<file path="src/sv/qesa_pkg.sv">
// qesa_pkg: shared types, constants and helpers of the quadrature encoder speed/angle core
// no dependencies; imported by every module of the core

package qesa_pkg;

	localparam int COUNT_WIDTH_DEF = 16;
	localparam int ACC_WIDTH_DEF   = 32;
	localparam int QUEUE_DEPTH     = 4;

	localparam int CPR_W      = 16;
	localparam int GAIN_W     = 32;
	localparam int CFG_DATA_W = 32;
	localparam int CFG_IDX_W  = 2;

	localparam int ANGLE_W = 17;
	localparam int REL_W   = 32;
	localparam int RPM_W   = 24;
	localparam int DELTA_W = 17;

	localparam int MAG_W  = 32;
	localparam int PROD_W = 2 * MAG_W;
	localparam int RND_W  = PROD_W - 16;

	localparam int ANGLE_LIMIT = 46080;
	localparam int DELTA_LIMIT = 65535;

	localparam logic [CPR_W-1:0]  CPR_RESET        = 16'd1560;
	localparam logic [GAIN_W-1:0] ANGLE_GAIN_RESET = 32'd3871665;
	localparam logic [GAIN_W-1:0] RPM_GAIN_RESET   = 32'd64527754;

	typedef enum logic [CFG_IDX_W-1:0] {
		REG_COUNTS_PER_REV = 2'd0,
		REG_ANGLE_GAIN     = 2'd1,
		REG_RPM_GAIN       = 2'd2
	} reg_index_t;

	typedef enum logic [1:0] {
		WRAP_NONE  = 2'd0,
		WRAP_PLUS  = 2'd1,
		WRAP_MINUS = 2'd2
	} wrap_t;

	typedef struct packed {
		logic [CPR_W-1:0]  counts_per_rev;
		logic [GAIN_W-1:0] angle_gain;
		logic [GAIN_W-1:0] rpm_gain;
	} cfg_t;

	// position of code {a,b} in the up sequence 00, 10, 11, 01
	function automatic logic [1:0] gray_pos(input logic [1:0] code);
		logic [1:0] pos;
		unique case (code)
			2'b00: pos = 2'd0;
			2'b01: pos = 2'd3;
			2'b10: pos = 2'd1;
			2'b11: pos = 2'd2;
			default: pos = 2'd0;
		endcase
		return pos;
	endfunction

endpackage

</file>
<file path="src/sv/qesa_front.sv">
// qesa_front: pin decoding, wrapping position counter and tick classification
// uses qesa_pkg; pushes one job per update tick into the queue

module qesa_front #(
	parameter int COUNT_WIDTH = qesa_pkg::COUNT_WIDTH_DEF
) (
	input  logic                       clk,
	input  logic                       arst_n,
	input  logic                       in_valid,
	output logic                       in_stall,
	input  logic                       op,
	input  logic                       pin_a,
	input  logic                       pin_b,
	input  qesa_pkg::cfg_t             cfg,
	input  logic                       full,
	output logic                       push,
	output logic [2*COUNT_WIDTH+2:0]   job
);
	import qesa_pkg::*;

	localparam int CW = COUNT_WIDTH;
	localparam int MW = CW + 1;
	localparam int DW = CW + 2;
	localparam logic [MW-1:0] FULL_M = MW'(1) << CW;
	localparam longint unsigned FULL_L = 64'd1 << CW;
	localparam longint unsigned RST_M =
		(CPR_RESET == '0 || 64'(CPR_RESET) > FULL_L) ? FULL_L : 64'(CPR_RESET);
	localparam logic [CW-1:0] RST_HALF = CW'(RST_M / 2);
	localparam logic [1:0] STEP_UP   = 2'd1;
	localparam logic [1:0] STEP_DOWN = 2'd3;

	logic [1:0]        prev_pins_q;
	logic [CW-1:0]     pulse_q;
	logic [CW-1:0]     last_q;
	wrap_t             wrap_q;

	logic              accept;
	logic [1:0]        cur;
	logic [1:0]        step;
	logic [MW-1:0]     m;
	logic [MW-1:0]     m_less1;
	logic signed [DW-1:0] corr;
	logic signed [DW-1:0] delta;
	logic signed [MW-1:0] ang_off;

	always_comb begin
		m = (cfg.counts_per_rev == '0 || 33'(cfg.counts_per_rev) > 33'(FULL_M))
			? FULL_M : MW'(cfg.counts_per_rev);
		m_less1 = m - MW'(1);
		cur = {pin_a, pin_b};
		step = gray_pos(cur) - gray_pos(prev_pins_q);
		unique case (wrap_q)
			WRAP_PLUS:  corr = $signed(DW'(m));
			WRAP_MINUS: corr = -$signed(DW'(m));
			default:    corr = '0;
		endcase
		delta = $signed(DW'(pulse_q)) - $signed(DW'(last_q)) + corr;
		ang_off = $signed(MW'(pulse_q)) - $signed(m >> 1);
	end

	assign in_stall = full;
	assign accept   = in_valid && !full;
	assign push     = accept && op;
	assign job      = {delta, ang_off};

	always_ff @(posedge clk or negedge arst_n) begin
		if (!arst_n) begin
			prev_pins_q <= '0;
			pulse_q     <= RST_HALF;
			last_q      <= RST_HALF;
			wrap_q      <= WRAP_NONE;
		end else if (accept) begin
			if (!op) begin
				prev_pins_q <= cur;
				if (step == STEP_UP) begin
					if (MW'(pulse_q) >= m_less1) begin
						pulse_q <= '0;
						wrap_q  <= WRAP_PLUS;
					end else begin
						pulse_q <= pulse_q + CW'(1);
					end
				end else if (step == STEP_DOWN) begin
					if (pulse_q == '0) begin
						pulse_q <= CW'(m_less1);
						wrap_q  <= WRAP_MINUS;
					end else begin
						pulse_q <= pulse_q - CW'(1);
					end
				end
			end else begin
				last_q <= pulse_q;
				wrap_q <= WRAP_NONE;
			end
		end
	end

endmodule

</file>
<file path="config.mk">
export PLATFORM = sky130hd
export DESIGN_NAME = qesa_front
export DESIGN_NICKNAME = d
export VERILOG_FILES = /design/src/sv/qesa_pkg.sv /design/src/sv/qesa_front.sv
export SDC_FILE = /design/constraint.sdc
export NUM_CORES = 1
export LEC_CHECK = 0
export ABC_CLOCK_PERIOD_IN_PS = 11850
export BUFFER_PORTS_ARGS = -buffer_cell sky130_fd_sc_hd__buf_2
export CORE_MARGIN = 3
export CORE_UTILIZATION = 55
export CTS_CLUSTER_DIAMETER = 60
export DETAILED_ROUTE_END_ITERATION = 7
export HOLD_SLACK_MARGIN = 0.12
export PLACE_DENSITY = 0.81
export SYNTH_ARGS = -nofsm -noshare
export SYNTH_HDL_FRONTEND = slang
export SYNTH_SLANG_ARGS = --single-unit
export TNS_END_PERCENT = 5
</file>
<file path="constraint.sdc">
create_clock -name clk -period 11.85 [get_ports clk]
set_input_delay 1.185 -clock clk [delete_from_list [all_inputs] [get_ports clk]]
set_output_delay 1.185 -clock clk [all_outputs]
set_load 0.03 [all_outputs]
</file>
==> impl_metrics.tcl <==
set metrics [dict create \
    crit_type "in -> out" \
    ctsResizeCount 0 \
    rows 36 \
    coreArea_um2 9860 \
    hold_viol 0 \
    numCtsBuffers 5 \
    start_kind "input port" \
    insertion_delay_ps 290 \
    finalSetupViolCount 0 \
    io-pin-count 124 \
    most-common-layout-cells "78 x ha_1, 75 x inv_1, 59 x nand2_1, 59 x buf_2, 56 x nor2_1" \
    die_width_um 107 \
    synthArstFlopShare 1.00 \
    syn_nets 911 \
    hold_ws_ps 484 \
    period_minus_slack_ps 6220 \
    dr.first_iter.drc_count 599 \
    grt_overflow_total 0 \
    via_per_inst 6.35 \
    rsz0062_at_grt "false" \
    synth-seq-area-share 0.161 \
    post-route-period-util 0.525 \
    grt.busiest_layer "met2" \
    synth.avg_cell_area_um2 7.61 \
    grt_use_met3 0.0444 \
    required_ps 10670 \
    hold_class "reg -> reg" \
    die_area_um2 11500 \
    max_cap_viol_count 0 \
    met2_usage 0.466 \
    antenna_found_initial 0 \
    final_common_cell "ha_1" \
    track_usage 0.290 \
    post-cts-setup-buffer-count 0 \
    grt_pass1_wl_um 27100 \
    syn_area_um2 5660 \
    synth-compound-area-share 0.274 \
    io_buffers 59 \
    synthMuxAreaShare 0.00354 \
    postRouteAntennaNets 0 \
    tns_ps 0 \
    die_h_um 107 \
    grt_max_degree 37 \
    synth_top_family_by_area "compound AO/OA/AOI/OAI gates" \
    drc 0 \
    holdBufCountCts 0 \
    holdPathStages 2 \
    antenna_cells 0 \
    syn2layout_area_growth_pct 7.72 \
    reg2reg_depth 9 \
    layout.nets 952 \
    cts_buffer_depth 2 \
    grtUsageMet1 0.389 \
    synth_top_area_cell "ha_1" \
    synth-simple-area-share 0.212 \
    cts-root-buf "clkbuf_8" \
    synth_cells 743 \
    fin_skew_ps 7.85 \
    wl_um 16700 \
    first_pass_iters 5 \
    grt_pass1_vias 5518 \
    clkSinkCount 36 \
    ys_types 76 \
    drive_gt1_frac 0.125 \
    dp_hpwl_um 13200 \
    synth-xor-area-share 0.0922 \
    synth_warnings 0 \
    htree_levels 2 \
    slew_viol_final 0 \
    wl_per_cell_um 18.2 \
    synth_edf_count 0 \
    start_util 0.573 \
    status "complete, no violations" \
    synthAdderAreaFrac 0.183 \
    synth_ff_type "dfrtp_1" \
    fmax_ghz 0.161 \
    path_clk_slew_ps 80 \
    netlist.area_leader.share 0.173 \
    cp-end-kind "output port" \
    cp_data_arrival_time_ps 5040 \
    slew_headroom 0.385 \
    critPathMaxFanout 6 \
    worst_slew_pin_slew_ps 922 \
    gp_congestion 0.978 \
    vias 5832 \
    synth_seq_cells 36 \
    cts_tree "done" \
    ys_top_cells_by_area "ha_1 17%, dfrtp_1 12%, xnor2_1 7.3%" \
]
critical path, cell delays in order:
cell      delay [ps]
buf_2            150
nor4_2           550
and3_1           410
nand3_4          170
a21oi_2          160
xnor2_1          160
a22oi_1          200
nor2_1            80
ha_1             370
o21a_1           180
nand4_1          170
a31oi_1          340
o21bai_1         130
a21boi_0         290
o41ai_1          120
xnor2_1          150
buf_2            220
per-layer routing:
layer | share of wire | wire [um] | vias up
met4 | 0.041 | 687 | 0
met1 | 0.43 | 7280 | 2732
met2 | 0.45 | 7500 | 274
li1 | - | - | 2776
met5 | 0 | 0 | -
met3 | 0.076 | 1270 | 50
through the flow:
| stage | cells | area [um^2] | util | setup slack, ps |
|---|---|---|---|---|
| floorplan | 743 | 5660 | - | 6420 |
| global placement | 910 | 6000 | 0.608 | 5840 |
| detailed placement | 910 | 6000 | 0.608 | 5690 |
| CTS | 918 | 6090 | 0.618 | 5680 |
| global route | 918 | 6090 | 0.618 | 5250 |
| finish | 918 | 6090 | 0.618 | 5630 |
path summary, 6_finish.rpt:
kind | slack, ps | startpoint | endpoint
worst min register to register | 480 | last_q[3] | last_q[3]
worst max register to register | 8500 | prev_pins_q[0] | pulse_q[13]
max in group asynchronous | 10320 | arst_n | pulse_q[4]
min in group asynchronous | 1000 | arst_n | prev_pins_q[0]
worst min-delay path | 480 | last_q[3] | last_q[3]
worst max-delay path | 5630 | cfg[69] | job[34]
cell type report:
cell class                 instances  area (um^2)
clock buffer                       6         82.6
clock inverter                     2         10.0
fill                             898         3770
inverter                          75          282
multi-input combinational        604         4320
sequential                        36          911
tap                              133          166
timing repair buffer              62          318
synthesized netlist by cell type (17+ instances only):
master and count:
a21oi_1 48, a31oi_1 17, dfrtp_1 28, ha_1 78, inv_1 75, nand2_1 59, nand3_1 23, nor2_1 56
nor3_1 23, o21ai_0 43, xnor2_1 47
registers in the layout, summed over array words and instances, names as in the netlist:
register and count:
last_q 16, pulse_q 16, prev_pins_q 2, wrap_q 2
logic make-up (layout without fill, tap and decap cells):
logic type                 Yosys count  after routing
AOI/OAI and AO/OA                  231            231
xor gates and xnor gates            58             58
adders and majority gates           81             81
buffers and inverters              103            145
DFF                                 36             36
muxes                                2              2
and+or+nand+nor                    232            232
Power is left out: the tool's default activity adds up to more than one toggle a clock period on the data nets, which glitch-free logic cannot reach.
