<file path="config.mk">
export PLATFORM = sky130hd
export DESIGN_NAME = qesa_back
export DESIGN_NICKNAME = d
export VERILOG_FILES = /design/src/sv/qesa_pkg.sv /design/src/sv/qesa_back.sv
export SDC_FILE = /design/constraint.sdc
export NUM_CORES = 2
export LEC_CHECK = 0
export BUFFER_PORTS_ARGS = -buffer_cell sky130_fd_sc_hd__buf_2
export CAP_MARGIN = 40
export CORE_UTILIZATION = 55
export CTS_BUF_LIST = sky130_fd_sc_hd__clkbuf_4
export CTS_CLUSTER_DIAMETER = 40
export DETAILED_ROUTE_END_ITERATION = 8
export PLACE_DENSITY = 0.75
export REMOVE_ABC_BUFFERS = 1
export SLEW_MARGIN = 40
export SYNTH_ARGS = -nofsm -noshare
export SYNTH_HDL_FRONTEND = slang
export SYNTH_SLANG_ARGS = --single-unit
export TNS_END_PERCENT = 1
</file>
<file path="constraint.sdc">
create_clock -name clk -period 10.7 [get_ports clk]
set_input_delay 1.07 -clock clk [delete_from_list [all_inputs] [get_ports clk]]
set_output_delay 1.07 -clock clk [all_outputs]
set_load 0.01 [all_outputs]
</file>
<file path="src/sv/qesa_pkg.sv">
// qesa_pkg: shared types, constants and helpers of the quadrature encoder speed/angle core
// no dependencies; imported by every module of the core

package qesa_pkg;

	localparam int COUNT_WIDTH_DEF = 16;
	localparam int ACC_WIDTH_DEF   = 32;
	localparam int QUEUE_DEPTH     = 4;

	localparam int CPR_W      = 16;
	localparam int GAIN_W     = 32;
	localparam int CFG_DATA_W = 32;
	localparam int CFG_IDX_W  = 2;

	localparam int ANGLE_W = 17;
	localparam int REL_W   = 32;
	localparam int RPM_W   = 24;
	localparam int DELTA_W = 17;

	localparam int MAG_W  = 32;
	localparam int PROD_W = 2 * MAG_W;
	localparam int RND_W  = PROD_W - 16;

	localparam int ANGLE_LIMIT = 46080;
	localparam int DELTA_LIMIT = 65535;

	localparam logic [CPR_W-1:0]  CPR_RESET        = 16'd1560;
	localparam logic [GAIN_W-1:0] ANGLE_GAIN_RESET = 32'd3871665;
	localparam logic [GAIN_W-1:0] RPM_GAIN_RESET   = 32'd64527754;

	typedef enum logic [CFG_IDX_W-1:0] {
		REG_COUNTS_PER_REV = 2'd0,
		REG_ANGLE_GAIN     = 2'd1,
		REG_RPM_GAIN       = 2'd2
	} reg_index_t;

	typedef enum logic [1:0] {
		WRAP_NONE  = 2'd0,
		WRAP_PLUS  = 2'd1,
		WRAP_MINUS = 2'd2
	} wrap_t;

	typedef struct packed {
		logic [CPR_W-1:0]  counts_per_rev;
		logic [GAIN_W-1:0] angle_gain;
		logic [GAIN_W-1:0] rpm_gain;
	} cfg_t;

	// position of code {a,b} in the up sequence 00, 10, 11, 01
	function automatic logic [1:0] gray_pos(input logic [1:0] code);
		logic [1:0] pos;
		unique case (code)
			2'b00: pos = 2'd0;
			2'b01: pos = 2'd3;
			2'b10: pos = 2'd1;
			2'b11: pos = 2'd2;
			default: pos = 2'd0;
		endcase
		return pos;
	endfunction

endpackage

</file>
<file path="src/sv/qesa_back.sv">
// qesa_back: scaling pipeline for tick jobs, relative angle accumulator, result register
// uses qesa_pkg; pops jobs from the queue and drives the result channel

module qesa_back #(
	parameter int COUNT_WIDTH = qesa_pkg::COUNT_WIDTH_DEF,
	parameter int ACC_WIDTH   = qesa_pkg::ACC_WIDTH_DEF
) (
	input  logic                                   clk,
	input  logic                                   arst_n,
	input  logic                                   job_valid,
	input  logic [2*COUNT_WIDTH+2:0]               job,
	output logic                                   pop,
	input  qesa_pkg::cfg_t                         cfg,
	output logic                                   out_valid,
	input  logic                                   out_stall,
	output logic signed [qesa_pkg::ANGLE_W-1:0]    angle_q8,
	output logic signed [qesa_pkg::REL_W-1:0]      rel_angle_q8,
	output logic signed [qesa_pkg::RPM_W-1:0]      rpm_q8,
	output logic signed [qesa_pkg::DELTA_W-1:0]    count_delta
);
	import qesa_pkg::*;

	localparam int CW   = COUNT_WIDTH;
	localparam int MW   = CW + 1;
	localparam int DW   = CW + 2;
	localparam int JW   = DW + MW;
	localparam int SUMW = (ACC_WIDTH > RND_W + 1) ? ACC_WIDTH + 1 : RND_W + 2;
	localparam logic [MAG_W-1:0] MAG_MAX = '1;
	localparam logic signed [SUMW-1:0] ACC_MAX =
		SUMW'((64'd1 << (ACC_WIDTH - 1)) - 64'd1);
	localparam logic signed [SUMW-1:0] ACC_MIN = -ACC_MAX - 1;
	localparam logic [RPM_W-1:0] RPM_POS_LIM = {1'b0, {(RPM_W-1){1'b1}}};
	localparam logic [RPM_W-1:0] RPM_NEG_LIM = {1'b1, {(RPM_W-1){1'b0}}};

	logic adv;

	// stage 1: magnitudes
	logic                    s1_valid;
	logic                    d_sign_s1;
	logic                    a_sign_s1;
	logic [MAG_W-1:0]        d_mag_s1;
	logic [MAG_W-1:0]        a_mag_s1;
	logic signed [DELTA_W-1:0] cd_s1;

	// stage 2: products
	logic                    s2_valid;
	logic                    d_sign_s2;
	logic                    a_sign_s2;
	logic [PROD_W-1:0]       ang_prod_s2;
	logic [PROD_W-1:0]       rel_prod_s2;
	logic [PROD_W-1:0]       rpm_prod_s2;
	logic signed [DELTA_W-1:0] cd_s2;

	// stage 3: rounded magnitudes
	logic                    s3_valid;
	logic                    d_sign_s3;
	logic                    a_sign_s3;
	logic [RND_W-1:0]        ang_p_s3;
	logic [RND_W-1:0]        rel_p_s3;
	logic [RND_W-1:0]        rpm_p_s3;
	logic signed [DELTA_W-1:0] cd_s3;

	logic signed [ACC_WIDTH-1:0] acc_q;
	logic                        out_valid_q;

	logic signed [DW-1:0]     delta;
	logic signed [MW-1:0]     ang_off;
	logic [DW-1:0]            d_abs;
	logic [MW-1:0]            a_abs;
	logic signed [63:0]       dl;
	logic signed [DELTA_W-1:0] cd;

	logic [ANGLE_W-1:0]        ang_mag;
	logic signed [ANGLE_W-1:0] ang_val;
	logic [RPM_W-1:0]          rpm_lim;
	logic [RPM_W-1:0]          rpm_mag;
	logic signed [RPM_W-1:0]   rpm_val;
	logic signed [RND_W:0]     rel_step;
	logic signed [SUMW-1:0]    sum;
	logic signed [ACC_WIDTH-1:0] acc_next;
	logic signed [63:0]        r64;
	logic signed [REL_W-1:0]   rel_val;

	assign adv = !out_valid_q || !out_stall;
	assign pop = adv && job_valid;

	always_comb begin
		delta   = $signed(job[JW-1 -: DW]);
		ang_off = $signed(job[MW-1:0]);
		d_abs   = delta[DW-1] ? DW'(-delta) : DW'(delta);
		a_abs   = ang_off[MW-1] ? MW'(-ang_off) : MW'(ang_off);
		dl      = 64'(delta);
		if (dl > 64'sd65535) begin
			cd = DELTA_W'(DELTA_LIMIT);
		end else if (dl < -64'sd65535) begin
			cd = -DELTA_W'(DELTA_LIMIT);
		end else begin
			cd = DELTA_W'(dl);
		end
	end

	always_comb begin
		ang_mag = (ang_p_s3 > RND_W'(ANGLE_LIMIT)) ? ANGLE_W'(ANGLE_LIMIT)
			: ANGLE_W'(ang_p_s3);
		ang_val = a_sign_s3 ? -$signed(ang_mag) : $signed(ang_mag);

		rpm_lim = d_sign_s3 ? RPM_NEG_LIM : RPM_POS_LIM;
		rpm_mag = (rpm_p_s3 > RND_W'(rpm_lim)) ? rpm_lim : RPM_W'(rpm_p_s3);
		rpm_val = d_sign_s3 ? -$signed(rpm_mag) : $signed(rpm_mag);

		rel_step = d_sign_s3 ? -$signed({1'b0, rel_p_s3}) : $signed({1'b0, rel_p_s3});
		sum = SUMW'(acc_q) + SUMW'(rel_step);
		if (sum > ACC_MAX) begin
			acc_next = ACC_WIDTH'(ACC_MAX);
		end else if (sum < ACC_MIN) begin
			acc_next = ACC_WIDTH'(ACC_MIN);
		end else begin
			acc_next = ACC_WIDTH'(sum);
		end
		r64 = 64'(acc_next);
		if (r64 > 64'sd2147483647) begin
			rel_val = {1'b0, {(REL_W-1){1'b1}}};
		end else if (r64 < -64'sd2147483648) begin
			rel_val = {1'b1, {(REL_W-1){1'b0}}};
		end else begin
			rel_val = REL_W'(r64);
		end
	end

	always_ff @(posedge clk or negedge arst_n) begin
		if (!arst_n) begin
			s1_valid    <= 1'b0;
			s2_valid    <= 1'b0;
			s3_valid    <= 1'b0;
			out_valid_q <= 1'b0;
			acc_q       <= '0;
		end else if (adv) begin
			s1_valid    <= job_valid;
			s2_valid    <= s1_valid;
			s3_valid    <= s2_valid;
			out_valid_q <= s3_valid;
			if (s3_valid) begin
				acc_q <= acc_next;
			end
		end
	end

	always_ff @(posedge clk) begin
		if (adv) begin
			d_sign_s1 <= delta[DW-1];
			a_sign_s1 <= ang_off[MW-1];
			d_mag_s1  <= (64'(d_abs) > 64'(MAG_MAX)) ? MAG_MAX : MAG_W'(d_abs);
			a_mag_s1  <= MAG_W'(a_abs);
			cd_s1     <= cd;

			d_sign_s2   <= d_sign_s1;
			a_sign_s2   <= a_sign_s1;
			ang_prod_s2 <= PROD_W'(a_mag_s1) * PROD_W'(cfg.angle_gain);
			rel_prod_s2 <= PROD_W'(d_mag_s1) * PROD_W'(cfg.angle_gain);
			rpm_prod_s2 <= PROD_W'(d_mag_s1) * PROD_W'(cfg.rpm_gain);
			cd_s2       <= cd_s1;

			// round to nearest, ties away from zero on the magnitude
			d_sign_s3 <= d_sign_s2;
			a_sign_s3 <= a_sign_s2;
			ang_p_s3  <= RND_W'((ang_prod_s2 + PROD_W'(32768)) >> 16);
			rel_p_s3  <= RND_W'((rel_prod_s2 + PROD_W'(32768)) >> 16);
			rpm_p_s3  <= RND_W'((rpm_prod_s2 + PROD_W'(32768)) >> 16);
			cd_s3     <= cd_s2;

			if (s3_valid) begin
				angle_q8     <= ang_val;
				rel_angle_q8 <= rel_val;
				rpm_q8       <= rpm_val;
				count_delta  <= cd_s3;
			end
		end
	end

	assign out_valid = out_valid_q;

endmodule

</file>
==> out/metrics.yaml <==
drt:
  dr.pass1.iters: 6
  drt_wl_total_mm: 168
  post_drt_wl_per_cell_um: 17.9
  ant_nets: 0
  drtIter0Drc: 3837
  via_per_inst: 5.60
  drc: 0
  num_vias: 52800
synthesis:
  synth_common_cells: "nand2_1 (1495), inv_1 (1439), fa_1 (1404)"
  yosysSeqAreaShare: 0.175
  synth.distinct_cells: 85
  syn_area_sq_um: 71900
  ys_ff_latch: 426
  avgSynthCellArea_sq_um: 9.41
  yosysMostFrequentCell: "nand2_1"
  ys_top_cells_by_area: "fa_1 (39%), edfxtp_1 (16%), nand2_1 (7.8%)"
  synth_top_area_cell: "fa_1"
  synth_edf_count: 390
  async_flop_share: 0.0845
  synthCells: 7643
  ys_warn_count: 0
  synthFlopType: "edfxtp_1"
  synth_top_cell_area_share: 0.391
outcome:
  outcome: "finished clean"
die:
  start_util: 0.555
  num_rows: 132
  dieHeight_um: 364
  dieArea_sq_um: 132000
  pin_count: 211
  core_area_sq_um: 130000
  die_width_um: 364
clock_tree:
  clk_path_buf_depth: 3
  path_clk_slew_ns: 0.07
  root_buffer: "clkbuf_4"
  cts_tree: "yes"
  cts_setup_buffers: 0
  insertion_delay_ns: 1.01
  htreeDepth: 3
  cts_buffers: 108
  cts_sinks: 426
  cts-resized-gates: 0
worst_hold_path:
  hold_depth: 1
  min_path_type: "in2reg"
final_layout:
  final_util: 0.582
  layout.nets: 9544
  drive_above_1_share: 0.0629
  syn2layout_area_growth_pct: 5.00
  postLayoutCellArea_sq_um: 75500
sta:
  skew_ns: 0.0849
  post-route-period-util: 0.792
  rsz0062_at_grt: "false"
  fin_crit_ns: 8.48
  fmax_mhz: 118
  worst_pin_slew_ns: 0.911
  hold_ws_ns: 0.314
  final_max_slew_viol_count: 0
  setup_viol: 0
  timing.final.hold_violations: 0
  slew-limit-headroom: 0.393
global_route:
  grt_usage: 0.265
  grt_max_degree: 159
  antenna_found_initial: 8
  grt_pass1_vias: 55800
  grt_first_pass_wirelength_mm: 280
  grt_overflow: 0
critical_path:
  cp.required_ns: 11.42
  crit_type: "reg2reg"
  cp-start-kind: "flip-flop"
  cp_max_fo: 50
  r2r_cells: 23
  endpoint_kind: "flip-flop"
  crit_arrival_ns: 9.20
placed_design:
  io_buffers: 194
  dpl.hpwl_mm: 125
  placed_area_sq_um: 73900
  gp_congestion: 0.913
run:
  maxCapViolations: 0
worst paths after layout:
path | from | to | slack [ns]
worst min-delay path | job[0] | a_mag_s1[0] | 0.31
min in group asynchronous | arst_n | acc_q[7] | 0.58
worst min register to register | cd_s3[14] | count_delta[14] | 0.41
worst max register to register | d_mag_s1[4] | rel_prod_s2[49] | 2.22
worst max-delay path | d_mag_s1[4] | rel_prod_s2[49] | 2.22
max in group asynchronous | arst_n | acc_q[9] | 9.71
routing by layer:
metal / GRT usage / routed length [um] / vias up
met5: 0 / 0 / -
met3: 0.0394 / 12300 / 402
li1: - / - / 23400
met4: 0.105 / 6690 / 0
met2: 0.444 / 82200 / 2039
met1: 0.345 / 67200 / 27000
timing repair:
action                                 in CTS  in global routing
setup endpoints to repair                   0                  0
endpoints found under the hold margin      24                  0
hold buffers                                1                  0
logic make-up (layout without fill, tap and decap cells):
logic type      count (synthesis)  count (layout)  synth area share
fa+ha+maj                    1849            1849             0.468
flops                         426             426             0.175
xor+xnor                      298             298            0.0363
mux                             6               6          0.000887
buf+inv                      1881            1904            0.0991
other cells                     0              10                 0
compound gates                672             672            0.0608
simple gates                 2511            2511             0.159
registers in the layout, indices dropped and copies added, names as in the netlist, 18 cells and up:
name / count
rpm_prod_s2: 35
ang_prod_s2: 34
d_mag_s1: 18
rpm_q8: 24
rel_p_s3: 35
rel_angle_q8: 32
rel_prod_s2: 35
acc_q: 32
ang_p_s3: 34
rpm_p_s3: 35
critical path, cell delays in order (launching register included):
cell,delay (ns)
edfxtp_1,0.83
buf_4,0.74
nand2_1,0.16
fa_1,0.55
inv_1,0.06
fa_1,0.54
inv_1,0.05
fa_1,0.48
fa_1,0.53
fa_1,0.50
inv_1,0.06
fa_1,0.48
ha_1,0.36
a21o_1,0.20
a21oi_1,0.28
o31ai_1,0.14
o21bai_1,0.19
a311o_1,0.44
nand2_1,0.11
a41oi_1,0.21
a21oi_1,0.51
nor3_1,0.12
a2111oi_0,0.46
xnor2_1,0.13
area by class of cell:
class	instances	area, sq um
fillers	10900	54100
multi-input cells	5336	52200
flip-flops and latches	426	12600
inverters	1440	5410
well taps	1742	2180
repair buffers	264	1610
clock buffers	161	1210
clock inverters	39	245
diodes	10	25.0
per-stage QoR:
stage	setup WS [ns]	std cells	TNS, ns
floorplan	-1.04	7202	-108.38
global placement	2.17	9203	0
detailed placement	2.00	9204	0
CTS	2.27	9405	0
global route	1.74	9417	0
finish	2.22	9418	0
cells in the final DEF (no fill, tap or decap), types with 20 or more instances in the layout:
cell / count
nand2_1: 1494
inv_1: 1439
fa_1: 1404
ha_1: 444
and2_1: 432
edfxtp_1: 390
xnor2_1: 220
buf_2: 188
nor2_1: 178
clkbuf_4: 161
a21oi_1: 152
o21ai_0: 143
a21o_1: 93
xor2_1: 78
nand3_1: 77
buf_4: 64
nor3_1: 61
a31oi_1: 60
nand4_1: 55
and3_1: 44
dfrtp_1: 36
or3_1: 30
o21a_1: 29
o31ai_1: 28
nor2b_1: 28
clkinv_1: 26
nand2b_1: 24
a211oi_1: 24
or4_1: 21
o21ai_1: 21
nor4_1: 20
Power is left out: the tool's default activity adds up to more than one toggle a clock period on the data nets, which glitch-free logic cannot reach.
