## src/sv/qesa_pkg.sv

```systemverilog
// qesa_pkg: shared types, constants and helpers of the quadrature encoder speed/angle core
// no dependencies; imported by every module of the core

package qesa_pkg;

	localparam int COUNT_WIDTH_DEF = 16;
	localparam int ACC_WIDTH_DEF   = 32;
	localparam int QUEUE_DEPTH     = 4;

	localparam int CPR_W      = 16;
	localparam int GAIN_W     = 32;
	localparam int CFG_DATA_W = 32;
	localparam int CFG_IDX_W  = 2;

	localparam int ANGLE_W = 17;
	localparam int REL_W   = 32;
	localparam int RPM_W   = 24;
	localparam int DELTA_W = 17;

	localparam int MAG_W  = 32;
	localparam int PROD_W = 2 * MAG_W;
	localparam int RND_W  = PROD_W - 16;

	localparam int ANGLE_LIMIT = 46080;
	localparam int DELTA_LIMIT = 65535;

	localparam logic [CPR_W-1:0]  CPR_RESET        = 16'd1560;
	localparam logic [GAIN_W-1:0] ANGLE_GAIN_RESET = 32'd3871665;
	localparam logic [GAIN_W-1:0] RPM_GAIN_RESET   = 32'd64527754;

	typedef enum logic [CFG_IDX_W-1:0] {
		REG_COUNTS_PER_REV = 2'd0,
		REG_ANGLE_GAIN     = 2'd1,
		REG_RPM_GAIN       = 2'd2
	} reg_index_t;

	typedef enum logic [1:0] {
		WRAP_NONE  = 2'd0,
		WRAP_PLUS  = 2'd1,
		WRAP_MINUS = 2'd2
	} wrap_t;

	typedef struct packed {
		logic [CPR_W-1:0]  counts_per_rev;
		logic [GAIN_W-1:0] angle_gain;
		logic [GAIN_W-1:0] rpm_gain;
	} cfg_t;

	// position of code {a,b} in the up sequence 00, 10, 11, 01
	function automatic logic [1:0] gray_pos(input logic [1:0] code);
		logic [1:0] pos;
		unique case (code)
			2'b00: pos = 2'd0;
			2'b01: pos = 2'd3;
			2'b10: pos = 2'd1;
			2'b11: pos = 2'd2;
			default: pos = 2'd0;
		endcase
		return pos;
	endfunction

endpackage

```

## src/sv/qesa_fifo.sv

```systemverilog
// qesa_fifo: small register queue of tick jobs between front and back
// uses qesa_pkg for the default queue depth

module qesa_fifo #(
	parameter int WIDTH = 35,
	parameter int DEPTH = qesa_pkg::QUEUE_DEPTH
) (
	input  logic                           clk,
	input  logic                           arst_n,
	input  logic                           push,
	input  logic [WIDTH-1:0]               wdata,
	input  logic                           pop,
	output logic [WIDTH-1:0]               rdata,
	output logic                           empty,
	output logic                           full,
	output logic [$clog2(DEPTH+1)-1:0]     level
);
	import qesa_pkg::*;

	localparam int PW = (DEPTH > 1) ? $clog2(DEPTH) : 1;
	localparam int LW = $clog2(DEPTH + 1);

	logic [WIDTH-1:0] mem_q [DEPTH];
	logic [PW-1:0]    wr_ptr_q;
	logic [PW-1:0]    rd_ptr_q;
	logic [LW-1:0]    level_q;

	function automatic logic [PW-1:0] next_ptr(input logic [PW-1:0] p);
		return (p == PW'(DEPTH - 1)) ? '0 : p + PW'(1);
	endfunction

	assign rdata = mem_q[rd_ptr_q];
	assign empty = (level_q == '0);
	assign full  = (level_q == LW'(DEPTH));
	assign level = level_q;

	always_ff @(posedge clk) begin
		if (push) begin
			mem_q[wr_ptr_q] <= wdata;
		end
	end

	always_ff @(posedge clk or negedge arst_n) begin
		if (!arst_n) begin
			wr_ptr_q <= '0;
			rd_ptr_q <= '0;
			level_q  <= '0;
		end else begin
			if (push) begin
				wr_ptr_q <= next_ptr(wr_ptr_q);
			end
			if (pop) begin
				rd_ptr_q <= next_ptr(rd_ptr_q);
			end
			if (push && !pop) begin
				level_q <= level_q + LW'(1);
			end else if (pop && !push) begin
				level_q <= level_q - LW'(1);
			end
		end
	end

endmodule

```

## config.mk

```make
export PLATFORM = sky130hd
export DESIGN_NAME = qesa_fifo
export DESIGN_NICKNAME = d
export VERILOG_FILES = /design/src/sv/qesa_pkg.sv /design/src/sv/qesa_fifo.sv
export SDC_FILE = /design/constraint.sdc
export NUM_CORES = 1
export LEC_CHECK = 0
export BUFFER_PORTS_ARGS = -buffer_cell sky130_fd_sc_hd__buf_4
export CORE_UTILIZATION = 49
export CTS_CLUSTER_DIAMETER = 200
export DETAILED_ROUTE_END_ITERATION = 10
export GPL_TIMING_DRIVEN = 0
export PLACE_DENSITY_LB_ADDON = 0.25
export SYNTH_ARGS = -nofsm -noshare
export SYNTH_HDL_FRONTEND = slang
export SYNTH_SLANG_ARGS = --single-unit
```

## constraint.sdc

```tcl
create_clock -name clk -period 3.4 [get_ports clk]
set_input_delay 0.17 -clock clk [delete_from_list [all_inputs] [get_ports clk]]
set_output_delay 0.17 -clock clk [all_outputs]
set_load 0.005 [all_outputs]
```

==> key figures, run 1 <==
Outcome
  – Status: finished clean

GRT
  – Largest net degree at the start of global routing: 26
  – Vias in the first global route: about 2,800
  – First-pass GRT wire length: about 15 mm
  – Gr ovfl total: 0
  – Initial antenna violation count: 0
  – GRT Total Usage: 0.177

Critical path
  – Crit-path cells: buf_2 -> buf_2 -> mux4_2 -> buf_4
  – WP data arrival: ~1.9 ns
  – Critical Path Most Common Cell: buf_2
  – CP Capture Type: output pin
  – Worst Path Required: 3.23 ns
  – Critical path buffers and inverters: 3
  – CP Launch Type: register
  – CP top delay family: buffers and inverters
  – Setup CP Type: reg2out
  – CP max stage delay: between 0.3 and 0.4 ns
  – Crit Path Max Fanout: 10
  – Slowest cell on the critical path: mux4_2

Run
  – Max cap viols: 0

Place
  – Dpl hpwl: between 5 and 6 mm
  – GPL Wtd Cong: ~0.64
  – Placed Cells: around 440
  – Number of port buffers: slightly below 80

Floorplan
  – Die H: about 110 um
  – Die W: about 110 um
  – Num ports: just under 80
  – Initial Utilization: 0.507
  – Core ar.: between 10,000 and 15,000 um^2
  – DIE AREA: between 10,000 and 15,000 um^2
  – Row cnt: 38

Timing
  – Fmax: around 480 MHz
  – Slew @ Worst Pin: between 0.5 and 0.6 ns
  – Hold Slack: 0.397 ns
  – Final Cycle Share: 0.617
  – Hold Vio Cnt, Final: 0
  – Skew final: approximately 0.0087 ns
  – Final Slew Violations: 0
  – Final min period: roughly 2.1 ns
  – Setup violations, final: 0
  – Sum Neg Setup Slack: 0 ns
  – Worst rel slew slack: 0.605
  – RSZ-0062 raised after global routing: false

Routing
  – Vias: approximately 2,700
  – DR DRC count: 0
  – First-pass DRT Iterations: 4
  – Vias per std cell: approximately 5.2
  – First DRT Iteration DRCs: about 120
  – Final wirelength: 9.34 mm
  – Routed WL per cell: between 15 and 20 um
  – Final ANT Viol Nets: 0

Logic synthesis
  – Post-synth EDFFs: 140
  – Synthesized Nets: ~270
  – Fraction of registers with async set/reset: 0.0476
  – Top-area cell type share of the netlist area: 0.761
  – Top FF cell, synth: edfxtp_1
  – Synth Instances: between 200 and 250
  – Register area share after synthesis: 0.793
  – YS warnings: 0
  – Yosys reg bits: 147
  – Synth area leader: edfxtp_1
  – Most frequent cell after synthesis: edfxtp_1
  – Synthesized area: roughly 5500 um^2
  – Netlist cell types: 19
  – Main area contributors after synthesis: edfxtp_1 76%, mux4_2 11%, mux4_1 3.3%
  – Syn avg cell area: 25.1 um^2
  – Synth cell count leaders: 140 x edfxtp_1, 28 x mux4_2, 7 x dfrtp_1, 7 x mux4_1, 6 x ha_1

Layout
  – Antenna cells: 0
  – Final non-filler cell total: 512
  – Fraction of layout cells with a size suffix above 1: 0.417
  – Area delta synth->final: 33.4%
  – Final Util: 0.677
  – Fillers: around 700
  – Layout Nets: roughly 400

Clock tree
  – Setup repair bufs after CTS: 0
  – Root Driver: clkbuf_8
  – Skew-Pair Late Insertion Delay: a little over 0.5 ns
  – Clock buffer depth: 2
  – TritonCTS clock tree: built
  – H-tree levels: 4
  – Clk slew on worst S/H paths: around 0.06 ns
  – Count of hold-fix buffers inserted at cts: 39
  – Post_cts resized: 0
  – Cts bufs inserted: 17
  – Clk sinks: 147

Power and ir drop
  – PwrDens: about 820 nW/um^2
  – Peak supply drop: 0.000341 V
  – P_leak: between 2 and 3 nW

Min path
  – Hold Path Class: in2reg
state kept, by name (all words and copies together) (netlist names):
signal / count
mem_q: 140
wr_ptr_q: 2
rd_ptr_q: 2
level: 3
metal layers:
metal	up-vias	part of all wire	global-route usage
li1	1213	-	-
met1	1366	0.43	0.212
met2	71	0.51	0.302
met3	6	0.046	0.0536
met4	0	0.0084	0.0675
met5	-	0	0
worst register-to-register path: stages, from the launching register on:
cell     delay (ns)
dfrtp_1        0.42
inv_1          0.11
ha_1           0.14
and2_2         0.53
buf_16         0.25
cells by family (layout without fill, tap and decap cells):
family | count (synthesis) | after routing | share of synthesized area
flops | 147 | 147 | 0.793
mux | 38 | 38 | 0.154
buf+inv | 12 | 164 | 0.0193
simple gates | 11 | 11 | 0.0102
fa+ha+maj | 7 | 7 | 0.0172
xor+xnor | 3 | 3 | 0.00476
compound gates | 2 | 2 | 0.00181
layout by cell type (no fill, tap or decap), drive strengths merged, types with 2 or more instances in the layout:
cell / n
buf: 90
mux2: 3
clkbuf: 17
dfrtp: 7
nand2: 2
edfxtp: 140
inv: 4
bufinv: 4
clkinvlp: 5
nor2: 3
mux4: 35
dlygate4sd3: 39
clkinv: 5
ha: 6
and2: 4
xor2: 2
o21ai: 2
path summary, 6_finish.rpt:
check                                   startpoint                 endpoint  slack, ns  depth (start not counted)
setup / recovery           rd_ptr_q[1]$_DFFE_PN0P_                rdata[13]       1.30                          4
hold / removal                           wdata[34]   mem_q[1][34]$_DFFE_PP_       0.40                          2
setup reg to reg           wr_ptr_q[0]$_DFFE_PN0P_    mem_q[0][0]$_DFFE_PP_       1.65                          4
hold reg to reg               level[2]$_DFFE_PN0P_     level[2]$_DFFE_PN0P_       0.52                          1
max in group asynchronous                   arst_n  rd_ptr_q[0]$_DFFE_PN0P_       2.52                          3
min in group asynchronous                   arst_n     level[0]$_DFFE_PN0P_       0.62                          3
area by class of cell:
type                            count  area [um^2]  area share
Buffer                              8         91.3      0.0124
Clock buffer                       17          414      0.0562
Clock inverter                     14          189      0.0256
Inverter                            4         15.0     0.00204
Multi-Input combinational cell     61         1040       0.141
Sequential cell                   147         4380       0.594
Tap cell                          140          175      0.0238
Timing Repair Buffer              121         1060       0.144
per-stage QoR:
step                      setup WS, ns  instance area (um^2)  total power [mW]
final                             1.30                  7370              6.04
after global placement           0.832                  6280              4.12
after global routing              1.19                  7370              6.31
after floorplan                   1.52                  5520              3.41
after CTS                         1.24                  7370              6.12
after detailed placement          1.62                  6370              4.21
power breakdown:
group | leakage (nW) | switching [mW] | internal, mW
clock | 0.279 | 0.684 | 1.18
combinational | 0.997 | 0.738 | 1.01
sequential | 1.37 | 0.0969 | 2.33
total | 2.64 | 1.52 | 4.52
Note: power is estimated with default switching activity, not from simulation.
==> run 2, diff against run 1 <==
==> constraint.sdc (replaced) <==
create_clock -name clk -period 1.9 [get_ports clk]
set_input_delay 0.095 -clock clk [delete_from_list [all_inputs] [get_ports clk]]
set_output_delay 0.095 -clock clk [all_outputs]
set_load 0.005 [all_outputs]
==> key figures, run 2 (synthesis gave the netlist of run 1 again) <==
Clock tree
  – Clk slew on worst S/H paths: 0.06 ns
  – Clk sinks: around 150
  – Skew-Pair Late Insertion Delay: about 0.5 ns
  – Clock buffer depth: 2
  – TritonCTS clock tree: built
  – Cts bufs inserted: 17
  – Root Driver: clkbuf_8
  – H-tree levels: 4

GRT
  – GRT Total Usage: 0.180
  – Largest net degree at the start of global routing: 26
  – First-pass GRT wire length: between 10 and 15 mm
  – Gr ovfl total: 0
  – Initial antenna violation count: 0
  – Vias in the first global route: 2,890

Place
  – Post-placement cell area: roughly 6400 um^2
  – Dpl hpwl: between 5 and 6 mm
  – Number of port buffers: 78
  – GPL Wtd Cong: approximately 0.64
  – Dpl ws: roughly 0.12 ns

Timing
  – Fmax: 504 MHz
  – Hold Slack: around 0.32 ns
  – Worst rel slew slack: 0.608
  – Final min period: 1.98 ns
  – Slew @ Worst Pin: 0.588 ns
  – RSZ-0062 raised after global routing: true
  – Post-route setup slack: -0.0849 ns
  – Final Cycle Share: 1.04
  – Skew final: between 0.008 and 0.009 ns
  – Final Slew Violations: 0
  – Sum Neg Setup Slack: -1.94 ns
  – Setup violations, final: 33
  – Hold Vio Cnt, Final: 0

Critical path
  – CP Launch Type: register
  – CP max stage delay: 0.51 ns
  – CP Capture Type: output pin
  – Crit Path Max Fanout: 6
  – Slowest cell on the critical path: mux4_2
  – Setup CP Type: reg2out
  – Reg-to-Reg Start: wr_ptr_q[0]$_DFFE_PN0P_
  – Worst setup path startpoint: rd_ptr_q[0]$_DFFE_PN0P_
  – Slack of the worst reg-to-reg path: around 0.15 ns
  – Worst Path Required: ~1.8 ns
  – WP data arrival: approximately 1.9 ns
  – Crit-path cells: buf_12 -> clkbuf_16 -> mux4_2 -> buf_6

Power and ir drop
  – Internal: between 8 and 9 mW
  – P_leak: roughly 2.7 nW
  – PwrDens: 1520 nW/um^2
  – Sequential power share: 0.376
  – Clk network pwr share: 0.288
  – Logic pwr share: 0.336
  – Peak supply drop: 0.000672 V
  – Sw power: 2.92 mW
  – Net Sw Frac: 0.251

Floorplan
  – Num ports: 79
  – Die W: ~110 um
  – Initial Utilization: 0.507
  – Core ar.: approximately 11,000 um^2
  – Die H: 108 um
  – Row cnt: 38
  – DIE AREA: 11,700 um^2

Layout
  – Post-route cell area: between 7000 and 8000 um^2
  – Layout Nets: between 400 and 500
  – Final Util: 0.701
  – Antenna cells: 0
  – Max reg flops: 140
  – Most common cell after layout, fill and taps aside: edfxtp_1
  – Most frequent cells in the layout: 140 x edfxtp_1, 50 x buf_4, 39 x dlygate4sd3_1
  – Fraction of layout cells with a size suffix above 1: 0.450
  – Fillers: roughly 660
  – Top reg by flops: mem_q
  – Area delta synth->final: 38.2%

Min path
  – Hold_sp: wdata[34]
  – Hold Path Class: in2reg

Routing
  – Final wirelength: 9.76 mm
  – Final ANT Viol Nets: 0
  – DR DRC count: 0
  – First-pass DRT Iterations: 4
  – Routed WL per cell: roughly 19 um
  – Vias per std cell: between 5 and 6
  – First DRT Iteration DRCs: 123
  – Vias: ~2,700

Outcome
  – Failing checks: negative setup slack
  – Status: finished with violations

Run
  – Max cap viols: 0
run 2: cell count changes in the layout (fill, tap and decap cells not counted):
cell and change:
buf_2 -4, clkbuf_16 +4, dfrtp_1 -1, mux4_1 -7, dfrtp_2 +1, clkbuf_4 +1
buf_12 +2, buf_6 +33, buf_4 -28, mux4_2 +7
run 2: through the flow:
step	total power, mW	cells
global placement	7.38	438
finish	11.6	520
floorplan	6.11	220
CTS	11.4	515
global route	12.1	520
detailed placement	7.54	442
run 2: worst paths after layout:
path | endpoint | depth (start not counted)
max | rdata[31] | 4
min | mem_q[1][34]$_DFFE_PP_ | 2
max reg2reg | mem_q[0][0]$_DFFE_PP_ | 4
min reg2reg | level[2]$_DFFE_PN0P_ | 1
max in group asynchronous | rd_ptr_q[0]$_DFFE_PN0P_ | 3
min in group asynchronous | level[0]$_DFFE_PN0P_ | 3
run 2: cell type report:
class,instances,area [um^2],area share
buffer,8,114,0.0149
clock buffer,17,414,0.0543
clock inverter,14,189,0.0248
inverter,4,15.0,0.00197
multi-input combinational,61,1010,0.133
sequential,147,4380,0.574
tap,140,175,0.0230
timing repair buffer,129,1330,0.174
run 2: power by group through the flow:
stage / Combinational [mW] / Sequential, mW / Clock [mW]
after CTS: 3.64 / 4.36 / 3.39
after detailed placement: 3.13 / 4.41 / 0
final: 3.89 / 4.36 / 3.34
after global routing: 4.16 / 4.41 / 3.52
after global placement: 2.98 / 4.40 / 0
after floorplan: 1.74 / 4.37 / 0
run 2: timing repair:
item / 4_1_cts / 5_1_grt
hold buffers: 39 / 0
pin swaps: 0 / 0
resized for setup: 37 / 11
gates cloned: 0 / 4
endpoints found under the setup margin: 35 / 35
buffers inserted: 3 / 1
endpoints found under the hold margin: 152 / 0
run 2: metal layers:
metal  GRT usage  wire, um  share of wire
met5           0         0              0
met4      0.0675        92         0.0094
met3      0.0536       456          0.047
met1       0.217      4260           0.44
met2       0.306      4960           0.51
run 2: worst max-delay path, delay by kind of cell (launching register included):
| family | cells | cell delay (ns) |
|---|---|---|
| buffers and inverters | 3 | 0.45 |
| DFF | 1 | 0.42 |
| muxes | 1 | 0.51 |
